[config.mk]
export PLATFORM = sky130hd
export DESIGN_NAME = effect_handler_evidence_stack_unit
export DESIGN_NICKNAME = d
export VERILOG_FILES = /design/src/rtl/ehes_pkg.sv /design/src/rtl/ehes_ram.sv /design/src/rtl/ehes_ctrl.sv /design/src/rtl/ehes_dp.sv /design/src/rtl/effect_handler_evidence_stack_unit.sv
export VERILOG_INCLUDE_DIRS = /design/src /design/src/rtl
export SDC_FILE = /design/constraint.sdc
export NUM_CORES = 2
export LEC_CHECK = 0
export BUFFER_PORTS_ARGS = -buffer_cell sky130_fd_sc_hd__buf_2
export CAP_MARGIN = 15
export CORE_MARGIN = 3
export CORE_UTILIZATION = 50
export CTS_CLUSTER_SIZE = 20
export DETAILED_ROUTE_END_ITERATION = 12
export HOLD_SLACK_MARGIN = 0.08
export PLACE_DENSITY = 0.66
export SLEW_MARGIN = 0
export SYNTH_ARGS = -nofsm -noshare
export SYNTH_HDL_FRONTEND = slang
export SYNTH_SLANG_ARGS = --single-unit
[constraint.sdc]
create_clock -name clk -period 14.15 [get_ports clk]
set_clock_uncertainty 0.1 [all_clocks]
set_input_delay 2.83 -clock clk [delete_from_list [all_inputs] [get_ports clk]]
set_output_delay 2.83 -clock clk [all_outputs]
set_load 0.005 [all_outputs]
[src/rtl/effect_handler_evidence_stack_unit_defines.svh]
// Assertion macros shared by the evidence stack RTL.
`ifndef EFFECT_HANDLER_EVIDENCE_STACK_UNIT_DEFINES_SVH
`define EFFECT_HANDLER_EVIDENCE_STACK_UNIT_DEFINES_SVH

// Same-cycle implication, checked on every rising edge outside reset.
`define EHES_ASSERT_NOW(lbl, ante, cons, msg) \
  lbl: assert property (@(posedge clk) disable iff (!rst_n) (ante) |-> (cons)) \
    else $error(msg);

// Next-cycle implication, checked on every rising edge outside reset.
`define EHES_ASSERT_NEXT(lbl, ante, cons, msg) \
  lbl: assert property (@(posedge clk) disable iff (!rst_n) (ante) |=> (cons)) \
    else $error(msg);

`endif

[src/rtl/ehes_pkg.sv]
// Types and constants shared by the evidence stack modules.
package ehes_pkg;

  localparam int LBL_W  = 32;
  localparam int HID_W  = 32;
  localparam int OP_W   = 3;
  localparam int STAT_W = 3;
  localparam int CNT_W  = 6;

  typedef enum logic [OP_W-1:0] {
    OP_PUSH     = 3'd0,
    OP_MASK     = 3'd1,
    OP_SUPPRESS = 3'd2,
    OP_REBIND   = 3'd3,
    OP_NAMES    = 3'd4,
    OP_LOOKUP   = 3'd5,
    OP_CLEAR    = 3'd6
  } op_t;

  typedef enum logic [STAT_W-1:0] {
    RS_DONE = 3'd0,
    RS_LIVE = 3'd1,
    RS_SUPP = 3'd2,
    RS_MISS = 3'd3,
    RS_FULL = 3'd4
  } res_status_t;

  typedef enum logic [2:0] {
    S_IDLE,
    S_EXEC,
    S_SCAN,
    S_SHIFT,
    S_FIN
  } state_t;

  typedef struct packed {
    logic             supp;
    logic [HID_W-1:0] hid;
    logic [LBL_W-1:0] lbl;
  } entry_t;

  typedef struct packed {
    logic load;
    logic exec;
    logic scan;
    logic shift;
    logic finish;
  } ctl_cmd_t;

  typedef struct packed {
    op_t  op;
    logic empty;
    logic hit;
    logic walk_end;
  } dp_sts_t;

endpackage

[src/rtl/ehes_ram.sv]
// Generic single-write, single-read RAM with registered read data.
module ehes_ram #(
  parameter int WIDTH = 8,
  parameter int DEPTH = 16
) (
  input  logic                                   clk,
  input  logic                                   wr_en,
  input  logic [((DEPTH > 1) ? $clog2(DEPTH) : 1)-1:0] wr_addr,
  input  logic [WIDTH-1:0]                       wr_data,
  input  logic                                   rd_en,
  input  logic [((DEPTH > 1) ? $clog2(DEPTH) : 1)-1:0] rd_addr,
  output logic [WIDTH-1:0]                       rd_data
);

  logic [WIDTH-1:0] mem [DEPTH];
  logic [WIDTH-1:0] rd_data_r;

  always_ff @(posedge clk) begin
    if (wr_en) begin
      mem[wr_addr] <= wr_data;
    end
    if (rd_en) begin
      rd_data_r <= mem[rd_addr];
    end
  end

  assign rd_data = rd_data_r;

endmodule

[src/rtl/ehes_ctrl.sv]
// Controller state machine that sequences one stack operation at a time.
module ehes_ctrl
  import ehes_pkg::*;
(
  input  logic     clk,
  input  logic     rst_n,
  input  logic     in_valid,
  output logic     in_stall,
  output logic     out_valid,
  input  logic     out_stall,
  input  dp_sts_t  sts,
  output ctl_cmd_t cmd
);

  state_t state_r, state_nxt;
  logic   out_valid_r, out_valid_nxt;

  always_comb begin
    state_nxt = state_r;
    case (state_r)
      S_IDLE: begin
        if (in_valid) begin
          state_nxt = S_EXEC;
        end
      end
      S_EXEC: begin
        case (sts.op)
          OP_MASK, OP_SUPPRESS, OP_REBIND, OP_NAMES, OP_LOOKUP: begin
            state_nxt = sts.empty ? S_FIN : S_SCAN;
          end
          default: begin
            state_nxt = S_FIN;
          end
        endcase
      end
      S_SCAN: begin
        if (sts.hit) begin
          if (sts.op == OP_MASK) begin
            state_nxt = S_SHIFT;
          end else if (sts.op != OP_REBIND) begin
            state_nxt = S_FIN;
          end
        end else if (sts.walk_end) begin
          state_nxt = S_FIN;
        end
      end
      S_SHIFT: begin
        if (sts.walk_end) begin
          state_nxt = S_FIN;
        end
      end
      S_FIN: begin
        if (!out_valid_r || !out_stall) begin
          state_nxt = S_IDLE;
        end
      end
      default: begin
        state_nxt = S_IDLE;
      end
    endcase
  end

  always_comb begin
    cmd.load   = (state_r == S_IDLE) && in_valid;
    cmd.exec   = (state_r == S_EXEC);
    cmd.scan   = (state_r == S_SCAN);
    cmd.shift  = (state_r == S_SHIFT);
    cmd.finish = (state_r == S_FIN) && (!out_valid_r || !out_stall);
    in_stall   = (state_r != S_IDLE);
    out_valid_nxt = cmd.finish || (out_valid_r && out_stall);
  end

  always_ff @(posedge clk) begin
    if (!rst_n) begin
      state_r     <= S_IDLE;
      out_valid_r <= 1'b0;
    end else begin
      state_r     <= state_nxt;
      out_valid_r <= out_valid_nxt;
    end
  end

  assign out_valid = out_valid_r;

endmodule

[src/rtl/ehes_dp.sv]
// Datapath: entry memory, walk pointers, match logic and result registers.
module ehes_dp
  import ehes_pkg::*;
#(
  parameter int DEPTH = 32
) (
  input  logic              clk,
  input  logic              rst_n,
  input  ctl_cmd_t          cmd,
  output dp_sts_t           sts,
  input  logic [OP_W-1:0]   in_op,
  input  logic [LBL_W-1:0]  in_label,
  input  logic [HID_W-1:0]  in_handler_id,
  input  logic [HID_W-1:0]  in_new_handler_id,
  output logic [STAT_W-1:0] out_status,
  output logic [HID_W-1:0]  out_found_handler,
  output logic [CNT_W-1:0]  out_entry_count
);

  localparam int IW = (DEPTH > 1) ? $clog2(DEPTH) : 1;
  localparam int CW = $clog2(DEPTH + 1);

  op_t              op_r, op_nxt;
  logic [LBL_W-1:0] label_r, label_nxt;
  logic [HID_W-1:0] hid_r, hid_nxt;
  logic [HID_W-1:0] nhid_r, nhid_nxt;
  logic [CW-1:0]    count_r, count_nxt;
  logic [IW-1:0]    ptr_r, ptr_nxt;
  logic [CW-1:0]    rem_r, rem_nxt;
  logic             dval_r, dval_nxt;
  logic [IW-1:0]    daddr_r, daddr_nxt;
  res_status_t      res_status_r, res_status_nxt;
  logic [HID_W-1:0] res_found_r, res_found_nxt;
  res_status_t      out_status_r, out_status_nxt;
  logic [HID_W-1:0] out_found_r, out_found_nxt;
  logic [CNT_W-1:0] out_count_r, out_count_nxt;

  logic             wr_en;
  logic [IW-1:0]    wr_addr;
  entry_t           wr_data;
  logic             rd_en;
  entry_t           rd_data;
  logic             dir_down;
  logic             lbl_eq;
  logic             hid_eq;
  logic             hit;
  logic             full;

  ehes_ram #(
    .WIDTH ($bits(entry_t)),
    .DEPTH (DEPTH)
  ) u_ram (
    .clk     (clk),
    .wr_en   (wr_en),
    .wr_addr (wr_addr),
    .wr_data (wr_data),
    .rd_en   (rd_en),
    .rd_addr (ptr_r),
    .rd_data (rd_data)
  );

  always_comb begin
    dir_down = cmd.scan && ((op_r == OP_MASK) || (op_r == OP_LOOKUP));
    rd_en    = (cmd.scan || cmd.shift) && (rem_r != '0);
    lbl_eq   = (rd_data.lbl == label_r);
    hid_eq   = (rd_data.hid == hid_r);
    full     = (count_r == CW'(DEPTH));
    if ((op_r == OP_MASK) || (op_r == OP_LOOKUP)) begin
      hit = dval_r && lbl_eq;
    end else begin
      hit = dval_r && hid_eq;
    end
  end

  always_comb begin
    op_nxt         = op_r;
    label_nxt      = label_r;
    hid_nxt        = hid_r;
    nhid_nxt       = nhid_r;
    count_nxt      = count_r;
    ptr_nxt        = ptr_r;
    rem_nxt        = rem_r;
    dval_nxt       = dval_r;
    daddr_nxt      = daddr_r;
    res_status_nxt = res_status_r;
    res_found_nxt  = res_found_r;
    out_status_nxt = out_status_r;
    out_found_nxt  = out_found_r;
    out_count_nxt  = out_count_r;
    wr_en          = 1'b0;
    wr_addr        = daddr_r;
    wr_data        = rd_data;

    if (cmd.load) begin
      op_nxt         = op_t'(in_op);
      label_nxt      = in_label;
      hid_nxt        = in_handler_id;
      nhid_nxt       = in_new_handler_id;
      res_status_nxt = RS_MISS;
      res_found_nxt  = '0;
    end

    if (cmd.exec) begin
      if ((op_r == OP_MASK) || (op_r == OP_LOOKUP)) begin
        ptr_nxt = IW'(count_r - CW'(1));
      end else begin
        ptr_nxt = '0;
      end
      rem_nxt  = count_r;
      dval_nxt = 1'b0;
      case (op_r)
        OP_PUSH: begin
          if (full) begin
            res_status_nxt = RS_FULL;
          end else begin
            wr_en          = 1'b1;
            wr_addr        = count_r[IW-1:0];
            wr_data.supp   = 1'b0;
            wr_data.hid    = hid_r;
            wr_data.lbl    = label_r;
            count_nxt      = count_r + CW'(1);
            res_status_nxt = RS_DONE;
          end
        end
        OP_CLEAR: begin
          count_nxt      = '0;
          res_status_nxt = RS_DONE;
        end
        default: begin
        end
      endcase
    end

    if (cmd.scan || cmd.shift) begin
      dval_nxt = rd_en;
      if (rd_en) begin
        ptr_nxt   = dir_down ? (ptr_r - IW'(1)) : (ptr_r + IW'(1));
        rem_nxt   = rem_r - CW'(1);
        daddr_nxt = ptr_r;
      end
    end

    if (cmd.scan && hit) begin
      case (op_r)
        OP_MASK: begin
          // Innermost match found: move the entries above it down by one.
          res_status_nxt = RS_DONE;
          count_nxt      = count_r - CW'(1);
          ptr_nxt        = daddr_r + IW'(1);
          rem_nxt        = count_r - CW'(1) - CW'(daddr_r);
          dval_nxt       = 1'b0;
        end
        OP_SUPPRESS: begin
          wr_en          = 1'b1;
          wr_data.supp   = 1'b1;
          res_status_nxt = RS_DONE;
        end
        OP_REBIND: begin
          wr_en          = 1'b1;
          wr_data.hid    = nhid_r;
          res_status_nxt = RS_DONE;
        end
        OP_NAMES: begin
          res_status_nxt = RS_LIVE;
        end
        OP_LOOKUP: begin
          res_status_nxt = rd_data.supp ? RS_SUPP : RS_LIVE;
          res_found_nxt  = rd_data.hid;
        end
        default: begin
        end
      endcase
    end

    if (cmd.shift && dval_r) begin
      wr_en   = 1'b1;
      wr_addr = daddr_r - IW'(1);
    end

    if (cmd.finish) begin
      out_status_nxt = res_status_r;
      out_found_nxt  = res_found_r;
      out_count_nxt  = CNT_W'(count_r);
    end
  end

  always_ff @(posedge clk) begin
    if (!rst_n) begin
      count_r <= '0;
      rem_r   <= '0;
      dval_r  <= 1'b0;
    end else begin
      count_r <= count_nxt;
      rem_r   <= rem_nxt;
      dval_r  <= dval_nxt;
    end
  end

  always_ff @(posedge clk) begin
    op_r         <= op_nxt;
    label_r      <= label_nxt;
    hid_r        <= hid_nxt;
    nhid_r       <= nhid_nxt;
    ptr_r        <= ptr_nxt;
    daddr_r      <= daddr_nxt;
    res_status_r <= res_status_nxt;
    res_found_r  <= res_found_nxt;
    out_status_r <= out_status_nxt;
    out_found_r  <= out_found_nxt;
    out_count_r  <= out_count_nxt;
  end

  always_comb begin
    sts.op       = op_r;
    sts.empty    = (count_r == '0);
    sts.hit      = hit;
    sts.walk_end = !dval_r && (rem_r == '0);
  end

  assign out_status        = out_status_r;
  assign out_found_handler = out_found_r;
  assign out_entry_count   = out_count_r;

endmodule

[src/rtl/effect_handler_evidence_stack_unit.sv]
// Push, clear and unknown codes pass through the EXEC and FIN states before the result beat.
// Scans read the entry RAM one entry per cycle.
// Mask adds a shift pass after a hit, which moves the entries above the match down by one.
// One beat is in flight at a time; the next is taken as the result beat appears.
// Reset (rst_n low, synchronous) empties the stack.
`include "effect_handler_evidence_stack_unit_defines.svh"

// Top level of the effect handler evidence stack.
module effect_handler_evidence_stack_unit
  import ehes_pkg::*;
#(
  parameter int DEPTH = 32
) (
  input  logic              clk,
  input  logic              rst_n,
  input  logic              in_valid,
  output logic              in_stall,
  input  logic [OP_W-1:0]   in_op,
  input  logic [LBL_W-1:0]  in_label,
  input  logic [HID_W-1:0]  in_handler_id,
  input  logic [HID_W-1:0]  in_new_handler_id,
  output logic              out_valid,
  input  logic              out_stall,
  output logic [STAT_W-1:0] out_status,
  output logic [HID_W-1:0]  out_found_handler,
  output logic [CNT_W-1:0]  out_entry_count
);

  // The controller only sequences; every entry access, match and result
  // register lives in the datapath. They talk through one command struct
  // and one status struct.
  ctl_cmd_t cmd;
  dp_sts_t  sts;

  ehes_ctrl u_ctrl (
    .clk       (clk),
    .rst_n     (rst_n),
    .in_valid  (in_valid),
    .in_stall  (in_stall),
    .out_valid (out_valid),
    .out_stall (out_stall),
    .sts       (sts),
    .cmd       (cmd)
  );

  // The datapath holds the stack in a single RAM of packed entries. A walk
  // issues one read per cycle and checks the data in the following cycle, so a
  // rebind can write back behind the read pointer without a conflict, and a
  // mask shift copies entry k+1 into k while the next entry is being read.
  ehes_dp #(
    .DEPTH (DEPTH)
  ) u_dp (
    .clk               (clk),
    .rst_n             (rst_n),
    .cmd               (cmd),
    .sts               (sts),
    .in_op             (in_op),
    .in_label          (in_label),
    .in_handler_id     (in_handler_id),
    .in_new_handler_id (in_new_handler_id),
    .out_status        (out_status),
    .out_found_handler (out_found_handler),
    .out_entry_count   (out_entry_count)
  );

  // Handshake and result conditions that the checks below are written on.
  logic in_take;
  logic full_beat;
  logic cnt_at_depth;
  logic plain_beat;

  assign in_take      = in_valid && !in_stall;
  assign full_beat    = out_valid && (out_status == RS_FULL);
  assign cnt_at_depth = (out_entry_count == CNT_W'(DEPTH));
  assign plain_beat   = out_valid && (out_status != RS_LIVE) && (out_status != RS_SUPP);

  // After an input beat is taken the block is busy in the next cycle.
  `EHES_ASSERT_NEXT(a_busy_after_accept, in_take, in_stall, "accept not followed by busy")

  // A full result can only come from a stack holding DEPTH entries.
  `EHES_ASSERT_NOW(a_full_count, full_beat, cnt_at_depth, "full status with short stack")

  // Only a lookup hit reports a handler id.
  `EHES_ASSERT_NOW(a_found_zero, plain_beat, out_found_handler == '0, "handler id without a hit")

endmodule
==> metrics.csv <==
metric;value;unit
die_x;431;um
cts.reportedPaths.clkPinSlew;60;ps
cts_root_buf;clkbuf_16;
multi_input_area;19900;um2
relSlewSlack;0.214;
gp_congestion;0.838;
cts-htree-levels;4;
synth_top_area_cell;edfxtp_1;
synth_top_area_frac;0.761;
fp.dieH;431;um
nNetsFinal;4413;
cts_tree;built;
dieArea;186000;um2
antenna_found_initial;7;
drc;0;
leakage;0.0317;uW
slowest_delay;740;ps
ys_seq_area_frac;0.774;
synth_warnings;0;
drv_slew;0;
drtAntennaViolNets;0;
pwr-share-seq;0.501;
via_count;43266;
combinationalPowerShare;0.128;
crit_chain;inv_1 -> ha_1 -> or4b_4 -> o211ai_4 -> buf_4 -> buf_4 -> a22o_1 -> nand2_1 -> o21ai_1 -> nand2_1 -> nor4_2 -> buf_4 -> buf_4;
wl_per_cell;32.8;um
grt_setup_unrepaired;no;
crit_start;u_dp.count_r[0]$_SDFF_PN0_;
power.density;152;nW/um2
ir_drop;0.129;mV
ys_ff_latch;2347;
async_flop_share;0;
drt-vias-per-instance;6.33;
max_cap_violations;0;
regArea;69900;um2
status;finished, final reports clean;
fillCellCount;12907;
ys_types;66;
grt_start_max_net_pins;136;
cp.depth;13;
fmax;0.183;GHz
cpLargestDelayFamily;buffers and inverters;
ctsResizeCount;0;
cts_buffer_depth;3;
grt_overflow;0;
postCtsHoldBufs;0;
crit_type;register to register;
synth-main-ff-cell;edfxtp_1;
placed_cell_area;94700;um2
numPortBuffers;145;
ys_top_cells_by_area;edfxtp_1, mux4_2, dfxtp_1;
slowest_stage;buf_4;
worst-path-max-fanout;39;
r2r-end;u_dp.u_ram.mem[29][21]$_DFFE_PP_;
synth_edf_count;2290;
timing.final.crit_share;0.387;
power.switching;3580;uW
r2r_start;u_dp.count_r[0]$_SDFF_PN0_;
rrSetupSlack;8680;ps
grt_first_pass_wirelength;322000;um
core;179000;um2
endpoint_kind;register;
synth.cell_area;90400;um2
hold_class;register to register;
min_period;5470;ps
cp_common_cell;buf_4;
clock_latency;850;ps
cp-start-kind;register;
ios;146;
syn_inst;3982;
final_cell_area;102000;um2
clock-sinks;2347;
intPower;11900;uW
crit_required;14490;ps
worst_pin_slew;1180;ps
switching_share;0.231;
setup_viol;0;
setup_tns;0;ps
design_power_total;15400;uW
track_usage;0.243;
syn_to_final_growth;12.8;%
grt_pass1_vias;43044;
synth_fp_nets;4100;
drive_gt1_frac;0.311;
critPathBufInv;5;
dp_hpwl;120000;um
rows;155;
drt_pass1_iterations;5;
routed_wl;225000;um
cts_made_buffers;225;
reg2regPathDepth;13;
final-hold-violation-count;0;
syn_avg_cell_area;22.7;um2
initial_utilization;0.505;
critPathArrivalTime;5810;ps
drt_iter0_drc;5790;
clock_power_share;0.372;
post_cts_buffers;0;
cp-endpoint;u_dp.u_ram.mem[29][21]$_DFFE_PP_;
how the worst min path moves through the flow:
stage / cells after the start / slack (ps) / from / endpoint
3_5_place_dp: 0 / 320 / u_dp.res_found_r[29]$_DFF_P_ / u_dp.out_found_handler[29]$_DFFE_PP_
6_report: 0 / 330 / u_dp.res_found_r[5]$_DFF_P_ / u_dp.out_found_handler[5]$_DFFE_PP_
3_3_place_gp: 0 / 310 / u_dp.res_found_r[5]$_DFF_P_ / u_dp.out_found_handler[5]$_DFFE_PP_
4_1_cts: 0 / 330 / u_dp.res_found_r[29]$_DFF_P_ / u_dp.out_found_handler[29]$_DFFE_PP_
2_1_floorplan: 0 / 300 / u_dp.count_r[4]$_SDFF_PN0_ / u_dp.out_entry_count[4]$_DFFE_PP_
5_1_grt: 0 / 340 / u_dp.res_found_r[20]$_DFF_P_ / u_dp.out_found_handler[20]$_DFFE_PP_
registers in the layout, indices dropped and copies added (netlist names), 3 cells and up:
signal / cells
u_dp.op_r: 3
u_dp.count_r: 6
u_dp.out_entry_count: 6
u_dp.u_ram.mem: 2080
u_ctrl.state_r: 3
u_dp.res_found_r: 32
u_dp.rem_r: 6
u_dp.daddr_r: 5
u_dp.u_ram.rd_data: 65
u_dp.out_found_handler: 32
u_dp.hid_r: 32
u_dp.nhid_r: 32
u_dp.res_status_r: 3
u_dp.out_status: 3
u_dp.label_r: 32
u_dp.ptr_r: 5
worst register-to-register path: stages (launching register included):
cell	delay, ps
dfxtp_1	410
inv_1	160
ha_1	250
or4b_4	520
o211ai_4	170
buf_4	490
buf_4	690
a22o_1	270
nand2_1	80
o21ai_1	140
nand2_1	310
nor4_2	370
buf_4	340
buf_4	750
per-layer routing:
| metal | vias up | global-route usage | part of all wire |
|---|---|---|---|
| met2 | 2124 | 0.376 | 0.48 |
| li1 | 17437 | - | - |
| met4 | 0 | 0.0622 | 0.024 |
| met5 | - | 0 | 0 |
| met3 | 302 | 0.0445 | 0.085 |
| met1 | 23403 | 0.362 | 0.41 |
layout make-up:
| class | instances | area share |
|---|---|---|
| clock buffer | 281 | 0.0580 |
| clock inverter | 132 | 0.0108 |
| inverter | 23 | 0.000896 |
| sequential | 2347 | 0.686 |
| timing repair buffer | 291 | 0.0201 |
| multi-input combinational | 1407 | 0.195 |
| tap | 2355 | 0.0289 |
| antenna | 3 | 0.0000737 |
placed cells by master, fill, tap and decap left out, types with 37 or more instances in the layout:
| cell type | count |
|---|---|
| clkbuf_16 | 227 |
| clkbuf_1 | 51 |
| xnor2_1 | 67 |
| clkinv_1 | 60 |
| edfxtp_1 | 2290 |
| mux4_2 | 650 |
| buf_2 | 145 |
| nand2_1 | 210 |
| nor2_1 | 53 |
| dfxtp_1 | 52 |
| buf_4 | 123 |
| mux2_2 | 65 |
| mux2i_1 | 37 |
| o21ai_0 | 47 |
power groups by stage:
stage               logic (uW)  registers, uW  clock network (uW)
CTS                       2000           7740                5840
floorplan                 1510           7800                   0
global placement          1980           7880                   0
finish                    1970           7740                5740
global route              2090           7740                6130
detailed placement        1990           7880                   0
logic make-up after synthesis:
kind of cell / share of synthesized area
muxes: 0.175
adders and majority gates: 0.00216
xor gates and xnor gates: 0.00756
DFF: 0.774
buffers and inverters: 0.0104
and+or+nand+nor: 0.0210
AOI/OAI and AO/OA: 0.0106
stage by stage:
| stage | hold WS (ps) | worst slack, ps | instances | utilization |
|---|---|---|---|---|
| global route | 341 | 8390 | 6836 | 0.569 |
| detailed placement | 317 | 8720 | 6411 | 0.529 |
| CTS | 330 | 8700 | 6824 | 0.568 |
| finish | 330 | 8680 | 6839 | 0.569 |
| global placement | 314 | 8780 | 6406 | 0.529 |
| floorplan | 303 | 5160 | 3982 | - |
synth_stat cells, types with 3 or more instances:
cell type     n
buf_2        58
mux2i_1      37
clkbuf_1    126
edfxtp_1   2290
dfxtp_1      57
nor4_1       40
and2_1        4
nand2b_1      5
xnor2_1      67
nor2b_1       6
a21boi_0      7
nor3b_1       3
nand2_1     210
a211oi_1      3
mux4_2      650
and3_1        5
ha_1         14
o21ai_0      47
o211ai_1      3
xor2_1       11
or3_1         3
nand3_1      23
o31ai_1       3
nand4_1      26
buf_1        18
o21ai_1       4
o221ai_1      5
a21oi_1      51
a31oi_1       4
nor2_1       53
inv_1        23
o211a_1       6
nor3_1       16
mux2_2       65
Power figures use the tool's default switching activity.
